--- config.mk ---
export PLATFORM = sky130hd
export DESIGN_NAME = file_delivery_pdu_header_parser_top
export DESIGN_NICKNAME = d
export VERILOG_FILES = /design/src/hdl/fdphp_pkg.sv /design/src/hdl/fdphp_front.sv /design/src/hdl/fdphp_queue.sv /design/src/hdl/fdphp_back.sv /design/src/hdl/file_delivery_pdu_header_parser_top.sv
export VERILOG_INCLUDE_DIRS = /design/src /design/src/hdl
export SDC_FILE = /design/constraint.sdc
export NUM_CORES = 1
export LEC_CHECK = 0
export BUFFER_PORTS_ARGS = -buffer_cell sky130_fd_sc_hd__buf_2
export CORE_MARGIN = 2
export CORE_UTILIZATION = 56
export CTS_BUF_LIST = sky130_fd_sc_hd__clkbuf_4 sky130_fd_sc_hd__clkbuf_8
export CTS_CLUSTER_DIAMETER = 60
export DETAILED_ROUTE_END_ITERATION = 10
export PLACE_DENSITY = 0.75
export SLEW_MARGIN = 40
export SYNTH_ARGS = -nofsm -noshare
export SYNTH_HDL_FRONTEND = slang
export SYNTH_SLANG_ARGS = --single-unit
--- constraint.sdc ---
create_clock -name clk -period 9.1 [get_ports clk]
set_input_delay 1.365 -clock clk [delete_from_list [all_inputs] [get_ports clk]]
set_output_delay 1.365 -clock clk [all_outputs]
set_load 0.02 [all_outputs]
--- src/hdl/file_delivery_pdu_header_parser_top_macros.svh ---
// ----------------------------------------------------------------------------
// file_delivery_pdu_header_parser_top_macros.svh
// assertion helpers used by the header parser queue
// ----------------------------------------------------------------------------
`ifndef FILE_DELIVERY_PDU_HEADER_PARSER_TOP_MACROS_SVH
`define FILE_DELIVERY_PDU_HEADER_PARSER_TOP_MACROS_SVH

// same-cycle implication, checked out of reset
`define FDPHP_ASSERT_IMP(label, clk, rst_n, ante, cons) \
    label: assert property (@(posedge clk) disable iff (!rst_n) (ante) |-> (cons)) \
        else $error("%m: same-cycle check failed");

// next-cycle implication, checked out of reset
`define FDPHP_ASSERT_NXT(label, clk, rst_n, ante, cons) \
    label: assert property (@(posedge clk) disable iff (!rst_n) (ante) |=> (cons)) \
        else $error("%m: next-cycle check failed");

`endif

--- src/hdl/fdphp_pkg.sv ---
// ----------------------------------------------------------------------------
// fdphp_pkg
// types shared by the pdu header parser front end, queue and back end
// ----------------------------------------------------------------------------
package fdphp_pkg;

    // width of the entity id / sequence number accumulators (max 4 bytes)
    localparam int unsigned ACC_W = 32;
    localparam int unsigned OUT_W = 64;

    typedef enum logic [1:0] {
        STATUS_OK      = 2'd0,
        STATUS_BAD_ID  = 2'd1,
        STATUS_BAD_SEQ = 2'd2
    } status_t;

    // one parsed header as it travels from front end to back end
    typedef struct packed {
        logic [7:1]       flags;
        logic [15:0]      length;
        logic [2:0]       id_code;
        logic [2:0]       seq_code;
        logic [ACC_W-1:0] src;
        logic [ACC_W-1:0] seq;
        logic [ACC_W-1:0] dst;
        status_t          status;
    } result_t;

endpackage

--- src/hdl/fdphp_front.sv ---
// ----------------------------------------------------------------------------
// fdphp_front
// byte-serial header parser: tracks byte position and builds result records
// ----------------------------------------------------------------------------
module fdphp_front
    import fdphp_pkg::*;
(
    input  logic       clk,
    input  logic       rst_n,
    input  logic       take,
    input  logic [7:0] data_byte,
    input  logic       first_byte,
    output logic       res_valid,
    output result_t    res
);

    localparam logic [3:0] POS_LEN_HI  = 4'd1;
    localparam logic [3:0] POS_LEN_LO  = 4'd2;
    localparam logic [3:0] POS_LENGTHS = 4'd3;
    localparam logic [3:0] POS_BODY    = 4'd4;

    // supported length codes: 1, 2 or 4 bytes
    function automatic logic len_ok(input logic [2:0] code);
        len_ok = (code inside {3'd1, 3'd2, 3'd4});
    endfunction

    logic [3:0]       pos_reg, pos_next;
    logic             done_reg, done_next;
    logic [7:1]       flags_reg, flags_next;
    logic [15:0]      len_reg, len_next;
    logic [2:0]       idc_reg, idc_next;
    logic [2:0]       sqc_reg, sqc_next;
    logic [ACC_W-1:0] src_reg, src_next;
    logic [ACC_W-1:0] seq_reg, seq_next;
    logic [ACC_W-1:0] dst_reg, dst_next;

    logic [3:0] rel;
    logic [3:0] id_plus_seq;
    logic [4:0] hdr_len;
    logic [4:0] pos_inc;
    logic       emit;
    status_t    st;

    // body byte bookkeeping
    assign rel         = pos_reg - POS_BODY;
    assign id_plus_seq = {1'b0, idc_reg} + {1'b0, sqc_reg};
    assign hdr_len     = 5'd4 + {1'b0, idc_reg, 1'b0} + {2'b0, sqc_reg};
    assign pos_inc     = {1'b0, pos_reg} + 5'd1;

    // parse step
    always_comb
    begin
        pos_next   = pos_reg;
        done_next  = done_reg;
        flags_next = flags_reg;
        len_next   = len_reg;
        idc_next   = idc_reg;
        sqc_next   = sqc_reg;
        src_next   = src_reg;
        seq_next   = seq_reg;
        dst_next   = dst_reg;
        emit       = 1'b0;
        st         = STATUS_OK;
        if (first_byte)
        begin
            flags_next = data_byte[7:1];
            len_next   = '0;
            idc_next   = '0;
            sqc_next   = '0;
            src_next   = '0;
            seq_next   = '0;
            dst_next   = '0;
            pos_next   = POS_LEN_HI;
            done_next  = 1'b0;
        end
        else if (!done_reg)
        begin
            case (pos_reg)
                POS_LEN_HI, POS_LEN_LO:
                begin
                    len_next = {len_reg[7:0], data_byte};
                    pos_next = pos_inc[3:0];
                end
                POS_LENGTHS:
                begin
                    idc_next = data_byte[6:4];
                    sqc_next = data_byte[2:0];
                    if (!len_ok(data_byte[6:4]))
                    begin
                        done_next = 1'b1;
                        emit      = 1'b1;
                        st        = STATUS_BAD_ID;
                    end
                    else if (!len_ok(data_byte[2:0]))
                    begin
                        done_next = 1'b1;
                        emit      = 1'b1;
                        st        = STATUS_BAD_SEQ;
                    end
                    else
                    begin
                        pos_next = POS_BODY;
                    end
                end
                default:
                begin
                    // ids and sequence number, big-endian
                    if (rel < {1'b0, idc_reg})
                        src_next = {src_reg[ACC_W-9:0], data_byte};
                    else if (rel < id_plus_seq)
                        seq_next = {seq_reg[ACC_W-9:0], data_byte};
                    else
                        dst_next = {dst_reg[ACC_W-9:0], data_byte};
                    if (pos_inc >= hdr_len)
                    begin
                        done_next = 1'b1;
                        pos_next  = '0;
                        emit      = 1'b1;
                    end
                    else
                    begin
                        pos_next = pos_inc[3:0];
                    end
                end
            endcase
        end
    end

    assign res_valid    = take && emit;
    assign res.flags    = flags_next;
    assign res.length   = len_next;
    assign res.id_code  = idc_next;
    assign res.seq_code = sqc_next;
    assign res.src      = src_next;
    assign res.seq      = seq_next;
    assign res.dst      = dst_next;
    assign res.status   = st;

    // parser state
    always_ff @(posedge clk or negedge rst_n)
    begin
        if (!rst_n)
        begin
            pos_reg   <= '0;
            done_reg  <= 1'b1;
            flags_reg <= '0;
            len_reg   <= '0;
            idc_reg   <= '0;
            sqc_reg   <= '0;
            src_reg   <= '0;
            seq_reg   <= '0;
            dst_reg   <= '0;
        end
        else if (take)
        begin
            pos_reg   <= pos_next;
            done_reg  <= done_next;
            flags_reg <= flags_next;
            len_reg   <= len_next;
            idc_reg   <= idc_next;
            sqc_reg   <= sqc_next;
            src_reg   <= src_next;
            seq_reg   <= seq_next;
            dst_reg   <= dst_next;
        end
    end

endmodule

--- src/hdl/fdphp_queue.sv ---
// ----------------------------------------------------------------------------
// fdphp_queue
// small first-in first-out buffer of parsed header records
// ----------------------------------------------------------------------------
`include "file_delivery_pdu_header_parser_top_macros.svh"

module fdphp_queue
    import fdphp_pkg::*;
#(
    parameter int unsigned DEPTH = 4
)
(
    input  logic    clk,
    input  logic    rst_n,
    input  logic    wr_en,
    input  result_t wr_data,
    input  logic    rd_en,
    output result_t rd_data,
    output logic    q_full,
    output logic    q_empty
);

    localparam int unsigned PTR_W = (DEPTH > 1) ? $clog2(DEPTH) : 1;
    localparam int unsigned CNT_W = $clog2(DEPTH + 1);
    localparam logic [PTR_W-1:0] PTR_LAST = PTR_W'(DEPTH - 1);
    localparam logic [CNT_W-1:0] CNT_FULL = CNT_W'(DEPTH);

    result_t          mem_reg [DEPTH];
    logic [PTR_W-1:0] wr_ptr_reg, wr_ptr_next;
    logic [PTR_W-1:0] rd_ptr_reg, rd_ptr_next;
    logic [CNT_W-1:0] cnt_reg, cnt_next;

    assign q_full  = (cnt_reg == CNT_FULL);
    assign q_empty = (cnt_reg == '0);
    assign rd_data = mem_reg[rd_ptr_reg];

    // pointer and fill count update
    always_comb
    begin
        wr_ptr_next = wr_ptr_reg;
        rd_ptr_next = rd_ptr_reg;
        cnt_next    = cnt_reg;
        if (wr_en)
            wr_ptr_next = (wr_ptr_reg == PTR_LAST) ? '0 : wr_ptr_reg + 1'b1;
        if (rd_en)
            rd_ptr_next = (rd_ptr_reg == PTR_LAST) ? '0 : rd_ptr_reg + 1'b1;
        if (wr_en && !rd_en)
            cnt_next = cnt_reg + 1'b1;
        else if (rd_en && !wr_en)
            cnt_next = cnt_reg - 1'b1;
    end

    always_ff @(posedge clk or negedge rst_n)
    begin
        if (!rst_n)
        begin
            wr_ptr_reg <= '0;
            rd_ptr_reg <= '0;
            cnt_reg    <= '0;
        end
        else
        begin
            wr_ptr_reg <= wr_ptr_next;
            rd_ptr_reg <= rd_ptr_next;
            cnt_reg    <= cnt_next;
        end
    end

    // record storage
    always_ff @(posedge clk)
    begin
        if (wr_en)
            mem_reg[wr_ptr_reg] <= wr_data;
    end

    `FDPHP_ASSERT_IMP(a_no_write_when_full, clk, rst_n, wr_en, !q_full)
    `FDPHP_ASSERT_IMP(a_no_read_when_empty, clk, rst_n, rd_en, !q_empty)
    `FDPHP_ASSERT_NXT(a_count_tracks_ptrs, clk, rst_n, wr_en && !rd_en, cnt_reg == $past(cnt_reg) + 1'b1)

endmodule

--- src/hdl/fdphp_back.sv ---
// ----------------------------------------------------------------------------
// fdphp_back
// result output stage: holds the oldest record and widens it to the ports
// ----------------------------------------------------------------------------
module fdphp_back
    import fdphp_pkg::*;
(
    input  logic         clk,
    input  logic         rst_n,
    input  logic         q_empty,
    input  result_t      q_data,
    output logic         q_rd,
    input  logic         pop,
    output logic         empty,
    output logic [2:0]   version,
    output logic         pdu_kind,
    output logic         direction,
    output logic         tx_mode,
    output logic         crc_present,
    output logic [15:0]  data_field_length,
    output logic [2:0]   id_length,
    output logic [2:0]   seq_length,
    output logic [OUT_W-1:0] src_entity_id,
    output logic [OUT_W-1:0] sequence_number,
    output logic [OUT_W-1:0] dst_entity_id,
    output logic [1:0]   status
);

    logic    valid_reg, valid_next;
    result_t out_reg;
    logic    ok;

    // refill the output register when it is free or being taken
    assign q_rd       = !q_empty && (!valid_reg || pop);
    assign valid_next = q_rd || (valid_reg && !pop);

    always_ff @(posedge clk or negedge rst_n)
    begin
        if (!rst_n)
            valid_reg <= 1'b0;
        else
            valid_reg <= valid_next;
    end

    always_ff @(posedge clk)
    begin
        if (q_rd)
            out_reg <= q_data;
    end

    // field unpacking; ids read as zero on an error item
    assign ok                = (out_reg.status == STATUS_OK);
    assign empty             = !valid_reg;
    assign version           = out_reg.flags[7:5];
    assign pdu_kind          = out_reg.flags[4];
    assign direction         = out_reg.flags[3];
    assign tx_mode           = out_reg.flags[2];
    assign crc_present       = out_reg.flags[1];
    assign data_field_length = out_reg.length;
    assign id_length         = out_reg.id_code;
    assign seq_length        = out_reg.seq_code;
    assign src_entity_id     = ok ? {{(OUT_W-ACC_W){1'b0}}, out_reg.src} : '0;
    assign sequence_number   = ok ? {{(OUT_W-ACC_W){1'b0}}, out_reg.seq} : '0;
    assign dst_entity_id     = ok ? {{(OUT_W-ACC_W){1'b0}}, out_reg.dst} : '0;
    assign status            = out_reg.status;

endmodule

--- src/hdl/file_delivery_pdu_header_parser_top.sv ---
// ----------------------------------------------------------------------------
// file_delivery_pdu_header_parser_top
// byte-serial file delivery pdu fixed-header parser
// ----------------------------------------------------------------------------
// Takes one pdu byte per cycle, every cycle, while full is low; each byte
// needs only a shift and a compare, so nothing else limits the rate.
// first_byte restarts parsing. One item comes out per header (or one error
// item at the length byte); with no older item waiting it passes through
// the queue storage and then the output register to the result ports.
// Results sit in a QUEUE_DEPTH-entry queue behind a registered output
// stage, so full only rises once the queue and the output register are
// all occupied by results not yet popped.
module file_delivery_pdu_header_parser_top
    import fdphp_pkg::*;
#(
    parameter int unsigned QUEUE_DEPTH = 4
)
(
    input  logic             clk,
    input  logic             rst_n,
    input  logic             push,
    output logic             full,
    input  logic [7:0]       data_byte,
    input  logic             first_byte,
    input  logic             pop,
    output logic             empty,
    output logic [2:0]       version,
    output logic             pdu_kind,
    output logic             direction,
    output logic             tx_mode,
    output logic             crc_present,
    output logic [15:0]      data_field_length,
    output logic [2:0]       id_length,
    output logic [2:0]       seq_length,
    output logic [OUT_W-1:0] src_entity_id,
    output logic [OUT_W-1:0] sequence_number,
    output logic [OUT_W-1:0] dst_entity_id,
    output logic [1:0]       status
);

    logic    take;
    logic    res_valid;
    result_t res;
    logic    q_full;
    logic    q_empty;
    logic    q_rd;
    result_t q_data;

    // a byte is taken whenever the queue has room for a possible result
    assign full = q_full;
    assign take = push && !q_full;

    // front end: parsing
    fdphp_front u_front
    (
        .clk        (clk),
        .rst_n      (rst_n),
        .take       (take),
        .data_byte  (data_byte),
        .first_byte (first_byte),
        .res_valid  (res_valid),
        .res        (res)
    );

    // decoupling queue
    fdphp_queue #(
        .DEPTH (QUEUE_DEPTH)
    ) u_queue
    (
        .clk     (clk),
        .rst_n   (rst_n),
        .wr_en   (res_valid),
        .wr_data (res),
        .rd_en   (q_rd),
        .rd_data (q_data),
        .q_full  (q_full),
        .q_empty (q_empty)
    );

    // back end: output register
    fdphp_back u_back
    (
        .clk               (clk),
        .rst_n             (rst_n),
        .q_empty           (q_empty),
        .q_data            (q_data),
        .q_rd              (q_rd),
        .pop               (pop),
        .empty             (empty),
        .version           (version),
        .pdu_kind          (pdu_kind),
        .direction         (direction),
        .tx_mode           (tx_mode),
        .crc_present       (crc_present),
        .data_field_length (data_field_length),
        .id_length         (id_length),
        .seq_length        (seq_length),
        .src_entity_id     (src_entity_id),
        .sequence_number   (sequence_number),
        .dst_entity_id     (dst_entity_id),
        .status            (status)
    );

endmodule

==> metrics <==
status=finished clean; Min-Delay Path Class=flop to flop; routability-driven placement congestion ratio=slightly above 0.8; Core Area=57900 um^2; Final Instance Area=36200 um^2; skew final=~33 ps; final hold vios=0; largest net degree at the start of global routing=roughly 120; crit-path max FO=56; RSZ-0062 raised after global routing=no; Chip Height=246 um; fin crit period=4550 ps; ys flop type=edfxtp_1; most common cell in the netlist=edfxtp_1; slowest CP cell=buf_4; via count of the first global-routing pass=18900; Synth Warn #=0; setup TNS=0 ps; Post-synth EDFFs=~640; max FFs per register=508; clock root cell=clkbuf_8; hpwl dp=40200 um; post-synthesis cell type count=53; DRC violations left=0; htree depth=3; Synth area leaders=edfxtp_1 58%, dfrtp_1 10%, mux4_2 8.7%; DIE AREA=~60000 um^2; worst-margin pin slew=just over 800 ps; final setup vio count=0; global-route wire length before repair=between 100000 and 150000 um; Post-Syn Instances=approximately 2200; WL/cell=~22 um; Clock Pin Slew Worst Setup and Hold Paths=60 ps; maximum buffer depth of the clock tree=3; VDD IR-drop max=0.257 mV; CTS buffer count=117; Setup crit end kind=flop; Syn Area/Cell=14.8 um^2; # rows=between 80 and 90; Final Util=0.625; synthesized cell area=32900 um^2; Detailed Routing Iterations Pass 1=6; max-slew violations=0; Post-CTS Resized=0; postcts setup bufs=0; via count=19100; CP Class=flop to flop; Leak=between 10 and 15 nW; area grow syn2layout=9.90%; layout cells sized above 1=0.219; Seq. cell area=between 20000 and 25000 um^2; clock latency at the later pin of the worst-skew pair=roughly 740 ps; Async SR Flop Fraction=0.179; Worst path max stage delay=about 670 ps; initial antenna violation count=2; Critical Path AT=4890 ps; GRT Util Overall=0.229; post-synth top area share=0.579; PortBufs=141; startpoint types=flop; Initial Utilization=0.569; FF+latch count, synth=773; worst path cell trace=inv_1, ha_1, inv_1, ha_1, inv_1, fa_1, ha_1, a21oi_1, a21boi_0, o31ai_1, a21o_1, nor2b_4, buf_6, buf_4; TritonCTS clock tree=done; fill count=4244; max cap viols=0; area of the multi-input gates=9180 um^2; DRT antenna net count=0; Overflow after GRT=0; Power Density=between 300 and 400 nW/um^2; Fmax=0.220 GHz; CTS hold repair buffers=0; # nets final=2374; Die Width=246 um; I/O pin count=between 200 and 250; DR iter-0 viols=2014; relative slew slack=0.446; area leader, netlist=edfxtp_1; period utilization=0.500; final WL=68800 um; DP Area=33800 um^2; top post-synthesis cells by count=635 x edfxtp_1, 228 x nand2_1, 141 x o21ai_0; sequential area share after synthesis=0.684; Crit path required time=9450 ps; Avg Vias per Cell=about 6.0; CTS sink count=773
critical path, delay by kind of cell, from the launching register on:
kind                     cells  cell delay, ps
AO/OA/AOI/OAI                4             910
AND/OR/NAND/NOR              1             180
flip-flops                   1             430
buffers and inverters        5            1350
adder cells (fa/ha/maj)      4            1200
cell families after synthesis:
family / Yosys count / share of synthesized area
buffers and inverters: 323 / 0.0519
xor gates and xnor gates: 9 / 0.00239
DFF: 773 / 0.684
muxes: 147 / 0.0937
and+or+nand+nor: 518 / 0.0772
other: 1 / 0.000114
AOI/OAI and AO/OA: 430 / 0.0786
adders and majority gates: 30 / 0.0121
stage by stage:
stage | setup WS [ps] | cells | hold slack, ps | power (mW)
finish | 4550 | 3195 | 488 | 11.7
global route | 4220 | 3195 | 503 | 12.3
CTS | 4350 | 3192 | 488 | 11.8
floorplan | 478 | 2326 | 450 | 7.93
global placement | 4360 | 2973 | 463 | 8.81
detailed placement | 4220 | 2975 | 473 | 8.97
power by group:
part | switching, mW | total (mW) | internal (mW) | leakage, nW
Combinational | 2.49 | 3.78 | 1.29 | 3.70
Sequential | 0.390 | 5.14 | 4.75 | 7.75
Clock | 1.29 | 2.78 | 1.48 | 1.23
Total | 4.17 | 11.7 | 7.52 | 12.7
path summary, 6_finish.rpt:
check,from,end,slack (ps),cells past startpoint
max,u_front.idc_reg[1],u_queue.mem_reg[3][70],4550,14
min,u_front.len_reg[9],u_front.len_reg[9],490,2
max reg2reg,u_front.idc_reg[1],u_queue.mem_reg[3][70],4550,14
min reg2reg,u_front.len_reg[9],u_front.len_reg[9],490,2
max in group asynchronous,rst_n,u_queue.rd_ptr_reg[0],7170,2
min in group asynchronous,rst_n,u_front.len_reg[3],620,1
area by class of cell:
type / instances / area share
clock inverters: 51 / 0.00819
inverters: 33 / 0.00342
multi-input cells: 1230 / 0.254
repair buffers: 176 / 0.0299
diodes: 1 / 0.0000691
clock buffers: 166 / 0.0557
well taps: 765 / 0.0264
flip-flops and latches: 773 / 0.623
placed cells by master (no fill, tap or decap), types with 3 or more instances in the layout:
cell type  Yosys  final
nor3_1         5      4
a21oi_1      126    125
inv_1         32     32
fa_1           3      3
nand3_1       69     69
buf_2         23    139
nand2_1      228    227
a22oi_1       33     33
xnor2_1        4      4
dfrtp_1      137    135
nor2b_1       28     24
inv_6          0      4
edfxtp_1     635    635
o311ai_0       8      8
nor2b_4        0      4
ha_1          27     27
clkinv_1       1     31
nor2_1        15     12
a21o_1         3      3
nand4_1       65     65
and2_1        99     98
buf_6          1     12
o21ai_1        5      4
xor2_1         5      5
a21boi_0      23     23
nand2b_1       4      4
o211ai_1      72     72
o22ai_1        3      3
o21ai_0      141    141
buf_4        123     19
clkinv_2       0     13
buf_12         0      4
clkbuf_4       0     43
clkbuf_8       0    124
mux2_2        19     19
conb_1         1     96
mux4_2       127    127
per-layer routing:
metal / GRT usage / routed length (um) / share of wire
met1: 0.315 / 27700 / 0.40
met2: 0.372 / 34200 / 0.50
met3: 0.0411 / 5110 / 0.074
met4: 0.0776 / 1720 / 0.025
met5: 0 / 13 / 0.00019
Note: power is estimated with default switching activity, not from simulation.
